--- src/rtl/orb_pkg.sv ---
// shared types and constants for the overwriting ring buffer
package orb_pkg;

   // default geometry of the word store
   localparam int DEPTH_DEFAULT     = 64;
   localparam int WORD_BITS_DEFAULT = 64;

   // fixed field widths
   localparam int ENTRY_W = 64;
   localparam int COUNT_W = 7;
   localparam int KIND_W  = 2;
   localparam int CAP_W   = 7;

   // operation codes of an input item
   localparam logic [KIND_W-1:0] KIND_APPEND = 2'd0;
   localparam logic [KIND_W-1:0] KIND_REMOVE = 2'd1;
   localparam logic [KIND_W-1:0] KIND_LIST   = 2'd2;
   localparam logic [KIND_W-1:0] KIND_UNUSED = 2'd3;

   // configuration register file
   localparam int CSR_ADDR_W = 3;
   localparam int CSR_DATA_W = 32;
   localparam int CSR_IDX_W  = 1;
   localparam logic [CSR_IDX_W-1:0] CSR_CAPACITY = 1'd0;
   localparam logic [CAP_W-1:0]     CAP_RESET    = 7'd64;

   // queue depths
   localparam int CMDQ_DEPTH = 2;
   localparam int RSPQ_DEPTH = 4;
   localparam int RSPQ_CNT_W = $clog2(RSPQ_DEPTH + 1);

   typedef struct packed {
      logic [KIND_W-1:0]  kind;
      logic [ENTRY_W-1:0] entry_word;
      logic [COUNT_W-1:0] remove_count;
   } req_type;

   typedef struct packed {
      logic [ENTRY_W-1:0] out_word;
      logic               last;
   } rsp_type;

   // classified command handed from the front to the back
   typedef struct packed {
      logic [KIND_W-1:0]  op;
      logic [ENTRY_W-1:0] word;
      logic [COUNT_W-1:0] count;
   } cmd_type;

endpackage

--- src/rtl/orb_ram.sv ---
// generic single write port ram with registered read
module orb_ram #(
   parameter int WIDTH = 64,
   parameter int DEPTH = 64,
   localparam int AW   = (DEPTH > 1) ? $clog2(DEPTH) : 1
) (
   input  logic                   clock,
   input  logic                   we,
   input  logic [AW-1:0]          waddr,
   input  logic [WIDTH-1:0]       wdata,
   input  logic [AW-1:0]          raddr,
   output logic [WIDTH-1:0]       rdata
);
   logic [WIDTH-1:0] mem_ff [DEPTH];
   logic [WIDTH-1:0] rdata_ff;

   always_ff @(posedge clock) begin
      if (we) begin
         mem_ff[waddr] <= wdata;
      end
      rdata_ff <= mem_ff[raddr];
   end

   assign rdata = rdata_ff;
endmodule

--- src/rtl/orb_front.sv ---
// input side: accepts items, drops unused codes and queues commands
module orb_front (
   input  logic             clock,
   input  logic             reset,
   input  logic             push,
   input  orb_pkg::req_type req_data,
   output logic             full,
   output logic             cmd_valid,
   output orb_pkg::cmd_type cmd,
   input  logic             cmd_pop
);
   localparam int QD = orb_pkg::CMDQ_DEPTH;
   localparam int PW = (QD > 1) ? $clog2(QD) : 1;
   localparam int CW = $clog2(QD + 1);

   orb_pkg::cmd_type q_ff [QD];
   logic [PW-1:0] wr_ptr_ff, wr_ptr_in;
   logic [PW-1:0] rd_ptr_ff, rd_ptr_in;
   logic [CW-1:0] count_ff, count_in;
   orb_pkg::cmd_type cmd_in;
   logic keep;
   logic take;

   assign full      = (count_ff == CW'(QD));
   assign cmd_valid = (count_ff != '0);
   assign cmd       = q_ff[rd_ptr_ff];
   assign take      = cmd_pop & cmd_valid;
   // unused kind causes nothing, so it never enters the queue
   assign keep      = push & ~full & (req_data.kind != orb_pkg::KIND_UNUSED);

   always_comb begin
      cmd_in.op    = req_data.kind;
      cmd_in.word  = req_data.entry_word;
      cmd_in.count = req_data.remove_count;
      wr_ptr_in = wr_ptr_ff;
      rd_ptr_in = rd_ptr_ff;
      count_in  = count_ff;
      if (keep) begin
         wr_ptr_in = (wr_ptr_ff == PW'(QD - 1)) ? '0 : wr_ptr_ff + PW'(1);
      end
      if (take) begin
         rd_ptr_in = (rd_ptr_ff == PW'(QD - 1)) ? '0 : rd_ptr_ff + PW'(1);
      end
      if (keep && !take) begin
         count_in = count_ff + CW'(1);
      end else if (take && !keep) begin
         count_in = count_ff - CW'(1);
      end
   end

   always_ff @(posedge clock) begin
      if (reset) begin
         wr_ptr_ff <= '0;
         rd_ptr_ff <= '0;
         count_ff  <= '0;
      end else begin
         wr_ptr_ff <= wr_ptr_in;
         rd_ptr_ff <= rd_ptr_in;
         count_ff  <= count_in;
      end
   end

   always_ff @(posedge clock) begin
      if (keep) begin
         q_ff[wr_ptr_ff] <= cmd_in;
      end
   end
endmodule

--- src/rtl/orb_rsp_queue.sv ---
// result queue between the word store and the result port
module orb_rsp_queue (
   input  logic                               clock,
   input  logic                               reset,
   input  logic                               rsp_push,
   input  orb_pkg::rsp_type                   rsp_in,
   input  logic                               pop,
   output logic                               empty,
   output orb_pkg::rsp_type                   rsp_data,
   output logic [orb_pkg::RSPQ_CNT_W-1:0]     rsp_count
);
   localparam int QD = orb_pkg::RSPQ_DEPTH;
   localparam int PW = (QD > 1) ? $clog2(QD) : 1;
   localparam int CW = orb_pkg::RSPQ_CNT_W;

   orb_pkg::rsp_type q_ff [QD];
   logic [PW-1:0] wr_ptr_ff, wr_ptr_in;
   logic [PW-1:0] rd_ptr_ff, rd_ptr_in;
   logic [CW-1:0] count_ff, count_in;
   logic take;

   assign empty     = (count_ff == '0);
   assign rsp_data  = q_ff[rd_ptr_ff];
   assign rsp_count = count_ff;
   assign take      = pop & ~empty;

   always_comb begin
      wr_ptr_in = wr_ptr_ff;
      rd_ptr_in = rd_ptr_ff;
      count_in  = count_ff;
      if (rsp_push) begin
         wr_ptr_in = (wr_ptr_ff == PW'(QD - 1)) ? '0 : wr_ptr_ff + PW'(1);
      end
      if (take) begin
         rd_ptr_in = (rd_ptr_ff == PW'(QD - 1)) ? '0 : rd_ptr_ff + PW'(1);
      end
      if (rsp_push && !take) begin
         count_in = count_ff + CW'(1);
      end else if (take && !rsp_push) begin
         count_in = count_ff - CW'(1);
      end
   end

   always_ff @(posedge clock) begin
      if (reset) begin
         wr_ptr_ff <= '0;
         rd_ptr_ff <= '0;
         count_ff  <= '0;
      end else begin
         wr_ptr_ff <= wr_ptr_in;
         rd_ptr_ff <= rd_ptr_in;
         count_ff  <= count_in;
      end
   end

   always_ff @(posedge clock) begin
      if (rsp_push) begin
         q_ff[wr_ptr_ff] <= rsp_in;
      end
   end
endmodule

--- src/rtl/orb_back.sv ---
// execution side: ring positions, occupancy, word store and list sequencing
module orb_back #(
   parameter int DEPTH     = orb_pkg::DEPTH_DEFAULT,
   parameter int WORD_BITS = orb_pkg::WORD_BITS_DEFAULT
) (
   input  logic                           clock,
   input  logic                           reset,
   input  logic                           clear,
   input  logic [orb_pkg::CAP_W-1:0]      capacity,
   input  logic                           cmd_valid,
   input  orb_pkg::cmd_type               cmd,
   output logic                           cmd_pop,
   input  logic [orb_pkg::RSPQ_CNT_W-1:0] rsp_count,
   output logic                           rsp_push,
   output orb_pkg::rsp_type               rsp_in
);
   localparam int IDX_W = (DEPTH > 1) ? $clog2(DEPTH) : 1;
   localparam int OCC_W = $clog2(DEPTH + 1);
   localparam int CAP_W = orb_pkg::CAP_W;
   localparam int EW    = orb_pkg::ENTRY_W;
   localparam int RCW   = orb_pkg::RSPQ_CNT_W;

   localparam logic ST_IDLE = 1'b0;
   localparam logic ST_LIST = 1'b1;

   logic             state_ff, state_in;
   logic [IDX_W-1:0] rd_ptr_ff, rd_ptr_in;
   logic [IDX_W-1:0] wr_ptr_ff, wr_ptr_in;
   logic [OCC_W-1:0] occ_ff, occ_in;
   logic [IDX_W-1:0] list_ptr_ff, list_ptr_in;
   logic [OCC_W-1:0] left_ff, left_in;
   logic             pend_ff, pend_in;
   logic             last_ff, last_in;

   logic [OCC_W-1:0]   cap_eff;
   logic [OCC_W-1:0]   rm_k;
   logic [OCC_W:0]     rm_sum;
   logic [RCW:0]       credit_sum;
   logic               credit;
   logic               ram_we;
   logic               issue;
   logic [WORD_BITS-1:0] ram_rdata;

   function automatic logic [IDX_W-1:0] adv(input logic [IDX_W-1:0] p,
                                            input logic [OCC_W-1:0] c);
      logic [OCC_W-1:0] n;
      n = OCC_W'(p) + OCC_W'(1);
      adv = (n >= c) ? '0 : IDX_W'(n);
   endfunction

   // zero behaves as one, anything above the store depth saturates
   always_comb begin
      if (capacity > CAP_W'(DEPTH)) begin
         cap_eff = OCC_W'(DEPTH);
      end else if (capacity == '0) begin
         cap_eff = OCC_W'(1);
      end else begin
         cap_eff = OCC_W'(capacity);
      end
   end

   // remove count clamped to occupancy, positions wrap with one subtract
   assign rm_k   = (cmd.count > CAP_W'(occ_ff)) ? occ_ff : OCC_W'(cmd.count);
   assign rm_sum = (OCC_W + 1)'(rd_ptr_ff) + (OCC_W + 1)'(rm_k);

   // room in the result queue counting the read still in the ram
   assign credit_sum = (RCW + 1)'(rsp_count) + (RCW + 1)'(pend_ff);
   assign credit     = credit_sum < (RCW + 1)'(orb_pkg::RSPQ_DEPTH);

   always_comb begin
      state_in    = state_ff;
      rd_ptr_in   = rd_ptr_ff;
      wr_ptr_in   = wr_ptr_ff;
      occ_in      = occ_ff;
      list_ptr_in = list_ptr_ff;
      left_in     = left_ff;
      cmd_pop     = 1'b0;
      ram_we      = 1'b0;
      issue       = 1'b0;
      case (state_ff)
         ST_IDLE: begin
            if (cmd_valid) begin
               cmd_pop = 1'b1;
               case (cmd.op)
                  orb_pkg::KIND_APPEND: begin
                     ram_we    = 1'b1;
                     wr_ptr_in = adv(wr_ptr_ff, cap_eff);
                     if (occ_ff >= cap_eff) begin
                        rd_ptr_in = adv(rd_ptr_ff, cap_eff);
                     end else begin
                        occ_in = occ_ff + OCC_W'(1);
                     end
                  end
                  orb_pkg::KIND_REMOVE: begin
                     occ_in = occ_ff - rm_k;
                     if (rm_sum >= (OCC_W + 1)'(cap_eff)) begin
                        rd_ptr_in = IDX_W'(rm_sum - (OCC_W + 1)'(cap_eff));
                     end else begin
                        rd_ptr_in = IDX_W'(rm_sum);
                     end
                  end
                  orb_pkg::KIND_LIST: begin
                     if (occ_ff != '0) begin
                        list_ptr_in = rd_ptr_ff;
                        left_in     = occ_ff;
                        state_in    = ST_LIST;
                     end
                  end
                  default: begin
                  end
               endcase
            end
         end
         ST_LIST: begin
            if (credit) begin
               issue       = 1'b1;
               list_ptr_in = adv(list_ptr_ff, cap_eff);
               left_in     = left_ff - OCC_W'(1);
               if (left_ff == OCC_W'(1)) begin
                  state_in = ST_IDLE;
               end
            end
         end
         default: begin
            state_in = ST_IDLE;
         end
      endcase
      if (clear) begin
         rd_ptr_in = '0;
         wr_ptr_in = '0;
         occ_in    = '0;
      end
   end

   assign pend_in = issue;
   assign last_in = (left_ff == OCC_W'(1));

   always_ff @(posedge clock) begin
      if (reset) begin
         state_ff  <= ST_IDLE;
         rd_ptr_ff <= '0;
         wr_ptr_ff <= '0;
         occ_ff    <= '0;
         pend_ff   <= 1'b0;
      end else begin
         state_ff  <= state_in;
         rd_ptr_ff <= rd_ptr_in;
         wr_ptr_ff <= wr_ptr_in;
         occ_ff    <= occ_in;
         pend_ff   <= pend_in;
      end
   end

   always_ff @(posedge clock) begin
      list_ptr_ff <= list_ptr_in;
      left_ff     <= left_in;
      if (issue) begin
         last_ff <= last_in;
      end
   end

   orb_ram #(
      .WIDTH (WORD_BITS),
      .DEPTH (DEPTH)
   ) u_store (
      .clock (clock),
      .we    (ram_we),
      .waddr (wr_ptr_ff),
      .wdata (cmd.word[WORD_BITS-1:0]),
      .raddr (list_ptr_ff),
      .rdata (ram_rdata)
   );

   assign rsp_push        = pend_ff;
   assign rsp_in.out_word = EW'(ram_rdata);
   assign rsp_in.last     = last_ff;
endmodule

--- src/rtl/overwriting_ring_buffer_top.sv ---
// top level of the overwriting ring buffer with its register port
//
// channel   ports                                  transfer when
// request   push, full, req_data                   push && !full
// response  empty, pop, rsp_data                   pop && !empty
// csr       psel, penable, pwrite, paddr, pwdata,  psel && penable && pwrite && pready
//           prdata, pready
//
// append and remove finish in the execution unit as the command is taken; a list then
// reads one word per cycle while the result queue has room, paced by the store's
// registered read and the four-entry result queue that it fills.
// reset clears positions, occupancy and queues at once; the store needs no clearing.
// a two-entry command queue takes items until full while a list runs or results stall.
module overwriting_ring_buffer_top #(
   parameter int DEPTH     = orb_pkg::DEPTH_DEFAULT,
   parameter int WORD_BITS = orb_pkg::WORD_BITS_DEFAULT
) (
   input  logic                             clock,
   input  logic                             reset,
   input  logic                             push,
   output logic                             full,
   input  orb_pkg::req_type                 req_data,
   output logic                             empty,
   input  logic                             pop,
   output orb_pkg::rsp_type                 rsp_data,
   input  logic                             psel,
   input  logic                             penable,
   input  logic                             pwrite,
   input  logic [orb_pkg::CSR_ADDR_W-1:0]   paddr,
   input  logic [orb_pkg::CSR_DATA_W-1:0]   pwdata,
   output logic [orb_pkg::CSR_DATA_W-1:0]   prdata,
   output logic                             pready
);
   localparam int CAP_W = orb_pkg::CAP_W;
   localparam int DW    = orb_pkg::CSR_DATA_W;

   logic [CAP_W-1:0] capacity_ff, capacity_in;
   logic [orb_pkg::CSR_IDX_W-1:0] csr_idx;
   logic csr_wr;
   logic clear;

   logic             cmd_valid;
   orb_pkg::cmd_type cmd;
   logic             cmd_pop;
   logic             rsp_push;
   orb_pkg::rsp_type rsp_in;
   logic [orb_pkg::RSPQ_CNT_W-1:0] rsp_count;

   assign pready  = 1'b1;
   assign csr_idx = paddr[orb_pkg::CSR_ADDR_W-1:2];
   assign csr_wr  = psel & penable & pwrite & pready;
   // a capacity write also empties the ring
   assign clear   = csr_wr && (csr_idx == orb_pkg::CSR_CAPACITY);

   assign capacity_in = clear ? pwdata[CAP_W-1:0] : capacity_ff;
   assign prdata      = (csr_idx == orb_pkg::CSR_CAPACITY) ? DW'(capacity_ff) : '0;

   always_ff @(posedge clock) begin
      if (reset) begin
         capacity_ff <= orb_pkg::CAP_RESET;
      end else begin
         capacity_ff <= capacity_in;
      end
   end

   orb_front u_front (
      .clock     (clock),
      .reset     (reset),
      .push      (push),
      .req_data  (req_data),
      .full      (full),
      .cmd_valid (cmd_valid),
      .cmd       (cmd),
      .cmd_pop   (cmd_pop)
   );

   orb_back #(
      .DEPTH     (DEPTH),
      .WORD_BITS (WORD_BITS)
   ) u_back (
      .clock     (clock),
      .reset     (reset),
      .clear     (clear),
      .capacity  (capacity_ff),
      .cmd_valid (cmd_valid),
      .cmd       (cmd),
      .cmd_pop   (cmd_pop),
      .rsp_count (rsp_count),
      .rsp_push  (rsp_push),
      .rsp_in    (rsp_in)
   );

   orb_rsp_queue u_rsp_queue (
      .clock     (clock),
      .reset     (reset),
      .rsp_push  (rsp_push),
      .rsp_in    (rsp_in),
      .pop       (pop),
      .empty     (empty),
      .rsp_data  (rsp_data),
      .rsp_count (rsp_count)
   );
endmodule
--- config.mk ---
export PLATFORM = sky130hd
export DESIGN_NAME = overwriting_ring_buffer_top
export DESIGN_NICKNAME = d
export VERILOG_FILES = /design/src/rtl/orb_pkg.sv /design/src/rtl/orb_ram.sv /design/src/rtl/orb_front.sv /design/src/rtl/orb_rsp_queue.sv /design/src/rtl/orb_back.sv /design/src/rtl/overwriting_ring_buffer_top.sv
export SDC_FILE = /design/constraint.sdc
export NUM_CORES = 2
export LEC_CHECK = 0
export ABC_AREA = 1
export BUFFER_PORTS_ARGS = -buffer_cell sky130_fd_sc_hd__buf_2
export CAP_MARGIN = 20
export CORE_MARGIN = 4
export CORE_UTILIZATION = 40
export CTS_BUF_LIST = sky130_fd_sc_hd__clkbuf_4 sky130_fd_sc_hd__clkbuf_8
export CTS_CLUSTER_SIZE = 30
export DETAILED_ROUTE_END_ITERATION = 8
export GPL_ROUTABILITY_DRIVEN = 0
export HOLD_SLACK_MARGIN = 0.02
export PLACE_DENSITY_LB_ADDON = 0.1
export SKIP_CTS_REPAIR_TIMING = 1
export SKIP_LAST_GASP = 1
export SYNTH_ARGS = -nofsm -noshare
export SYNTH_HDL_FRONTEND = slang
export SYNTH_MEMORY_MAX_BITS = 65536
export SYNTH_SLANG_ARGS = --single-unit
--- constraint.sdc ---
create_clock -name clock -period 11.8 [get_ports clock]
set_input_delay 1.18 -clock clock [delete_from_list [all_inputs] [get_ports clock]]
set_output_delay 1.18 -clock clock [all_outputs]
set_load 0.05 [all_outputs]
==> results.py <==
metrics = {
    "status": {
        "status": "finished clean",
    },
    "route": {
        "wl_met2_mm": 297.5,
        "dr.pass1.iters": 9,
        "routedWlPerCell_um": 31.18,
        "vias_per_cell": 5.804,
        "postRouteWirelength_mm": 639.6,
        "first_iter_violations": 13650,
        "via_count": 119100,
        "drcViolationCount": 0,
        "ant_nets": 0,
        "routed.top_layer": "met5",
        "dr_wl_met3_mm": 52.96,
        "drt-met1-wl_mm": 265.1,
    },
    "cells_and_area": {
        "finalNetCount": 14060,
        "seqCellArea_um2": 137700,
        "fillers": 40420,
        "finish.utilization": 0.4517,
        "fin_area_um2": 204400,
        "multiInputGateArea_um2": 39680,
        "area_growth_pct": 12.47,
        "drive_above_1_share": 0.1272,
    },
    "yosys": {
        "synth_area_leaders": "edfxtp_1 (75%), o21ai_0 (4.5%), nand2_1 (4.0%)",
        "synth_area_leader_cell": "edfxtp_1",
        "async_flop_share": 0,
        "synthTopCellsByCount": "edfxtp_1 (4,516), nand2_1 (1,946), nor2_1 (1,709), o21ai_0 (1,617), o22ai_1 (790)",
        "yosysSeqAreaShare": 0.7580,
        "yosysWarningCount": 0,
        "ys_ff_latch": 4622,
        "ys.flop_type": "edfxtp_1",
        "syn_avg_cell_area_um2": 13.44,
        "synth_top_area_frac": 0.7463,
        "netlist_instances": 13520,
        "synth.distinct_cells": 48,
        "syn_area_um2": 181700,
        "synth-edff-count": 4516,
        "yosysMostFrequentCell": "edfxtp_1",
    },
    "worst_setup_path": {
        "crit_chain": "buf_4, buf_4, buf_4, buf_4, buf_4, o21ai_0, o22ai_1, nand2_1, o211ai_1, nand2_1, o21ai_1, nand2_1, nand2_1",
        "cp-end-kind": "flop",
        "crit_arrival_ps": 7150,
        "cp_slowest_cell": "buf_4",
        "critical_path.max_fanout": 75,
        "cp-start-kind": "flop",
        "crit_path_max_incr_delay_ps": 790,
        "crit_start": "u_back.list_ptr_ff[0]$_DFFE_PP_",
        "worstReg2RegStart": "u_back.list_ptr_ff[0]$_DFFE_PP_",
        "cp_common_cell": "buf_4",
        "crit_type": "reg -> reg",
        "required_ps": 12840,
    },
    "global_route": {
        "grt_first_pass_wirelength_mm": 877.7,
        "grt_usage": 0.2668,
        "grt_max_degree": 200,
        "grt_pass1_vias": 114600,
        "overflow": 0,
        "antenna_found_initial": 47,
    },
    "floorplan": {
        "dieArea_um2": 465100,
        "boundaryPins": 215,
        "die_w_um": 682.0,
        "core-area_um2": 452400,
        "start_util": 0.4016,
        "die_h_um": 682.0,
        "num_rows": 247,
    },
    "timing": {
        "worstMarginPinSlew_ps": 1371,
        "hold_viol_final": 0,
        "post-route-period-util": 0.5177,
        "finalSetupViolations": 0,
        "rsz0062_at_grt": "no",
        "fmax_ghz": 0.1637,
        "tns_ps": 0,
        "period_needed_ps": 6108,
        "skew_ps": 101.3,
        "drv_slew": 0,
        "relSlewSlack": 0.08620,
    },
    "worst_hold_path": {
        "min_from": "req_data[17]",
        "min_path_type": "in -> reg",
    },
    "placement": {
        "dp_hpwl_mm": 315.3,
        "dpl_cell_area_um2": 188800,
        "port_buffers": 161,
    },
    "cts": {
        "clkTransAtPathRegs_ps": 60,
        "cts_tree": "yes",
        "cts_made_buffers": 767,
        "cts-root-buf": "clkbuf_8",
        "clkLatencyLatePin_ps": 1290,
        "cts.sinks": 4622,
        "htreeDepth": 6,
        "clockBufferDepth": 4,
    },
    "pwr": {
        "p_leak_nw": 68.48,
        "power_density_nw_per_um2": 229.3,
        "peakVddDrop_v": 0.0001658,
    },
    "flow_run": {
        "cap_violations": 0,
    },
}
-- path summary, 6_finish.rpt --
| path | endpoint | slack [ps] | depth (start not counted) |
|---|---|---|---|
| worst max-delay path | u_back.u_store.rdata[55]$_DFF_P_ | 5690 | 13 |
| worst min-delay path | u_front.q_ff[1][17]$_DFFE_PP_ | 100 | 1 |
| worst max register to register | u_back.u_store.rdata[55]$_DFF_P_ | 5690 | 13 |
| worst min register to register | u_front.rd_ptr_ff$_SDFFE_PP0P_ | 460 | 1 |
-- cell usage in the layout (no fill, tap or decap), types with 6 or more instances in the layout --
cell and count:
edfxtp_1 4516, nand2_1 1945, nor2_1 1641, o21ai_0 1617
o22ai_1 790, clkbuf_8 785, nand3_1 454, a21oi_1 428
mux2i_1 300, clkbuf_4 289, buf_4 261, o211ai_1 229
clkinv_1 206, o21ai_1 165, buf_2 161, dfxtp_1 103
inv_1 91, mux2_2 69, nor2_4 68, ha_1 67
clkinv_2 65, buf_12 56, diode_2 29, nand4_1 29
conb_1 26, xor2_1 17, inv_8 17, inv_12 10
clkinvlp_4 10, xnor2_1 8, and2_1 8, clkinv_8 7
inv_2 6, inv_6 6
-- power breakdown --
| group | switching [W] | internal [W] |
|---|---|---|
| Clock | 0.00660 | 0.00723 |
| Combinational | 0.00969 | 0.00313 |
| Sequential | 0.000370 | 0.0198 |
| Total | 0.0167 | 0.0302 |
-- through the flow --
step	instances	setup slack (ps)	power [W]	hold WS (ps)
final	20510	5692	0.04685	104.7
after global routing	20500	5403	0.04899	65.73
after CTS	20460	5818	0.04697	-35.25
after detailed placement	19050	5828	0.03318	447.2
after global placement	19050	5891	0.03297	425.4
after floorplan	13540	6737	0.02832	425.5
-- routing by layer --
layer | vias up | GRT usage
li1 | 50860 | -
met1 | 61600 | 0.3645
met2 | 5484 | 0.4283
met3 | 1119 | 0.04699
met4 | 10 | 0.09771
met5 | - | 0
-- area by class of cell --
cell class              count  share of cell area
clock inverters           329            0.009545
multi-input cells        7894              0.1942
clock buffers            1074             0.06348
inverters                 108            0.002388
flip-flops and latches   4622              0.6740
well taps                5976             0.03659
diodes                     29           0.0003551
repair buffers            482             0.01949
-- registers in the layout, indices dropped and copies added, names as in the netlist, 2 cells and up, named ones only --
signal                 cells
u_back.wr_ptr_ff           6
u_rsp_queue.q_ff         260
u_back.list_ptr_ff         6
u_back.occ_ff              7
u_back.left_ff             7
u_back.u_store.rdata      64
u_rsp_queue.rd_ptr_ff      2
u_front.q_ff             146
u_rsp_queue.wr_ptr_ff      2
capacity_ff                7
u_front.count_ff           2
u_back.rd_ptr_ff           6
u_back.u_store.mem_ff   4096
u_rsp_queue.rsp_count      3
-- worst max-delay path: cells and delay by family (launching register included) --
family,cells,cell delay [ps]
AOI/OAI and AO/OA,4,680
buffers and inverters,5,3670
DFF,1,550
and+or+nand+nor,4,660
-- cells by family after synthesis --
logic type      count (synthesis)  synth area share
other cells                     2        0.00004133
buf+inv                      1023           0.02696
simple gates                 4161           0.08985
compound gates               3242           0.09809
fa+ha+maj                      71          0.005054
xor+xnor                       25          0.001205
flops                        4622            0.7580
mux                           369           0.02080
Power figures use the tool's default switching activity.
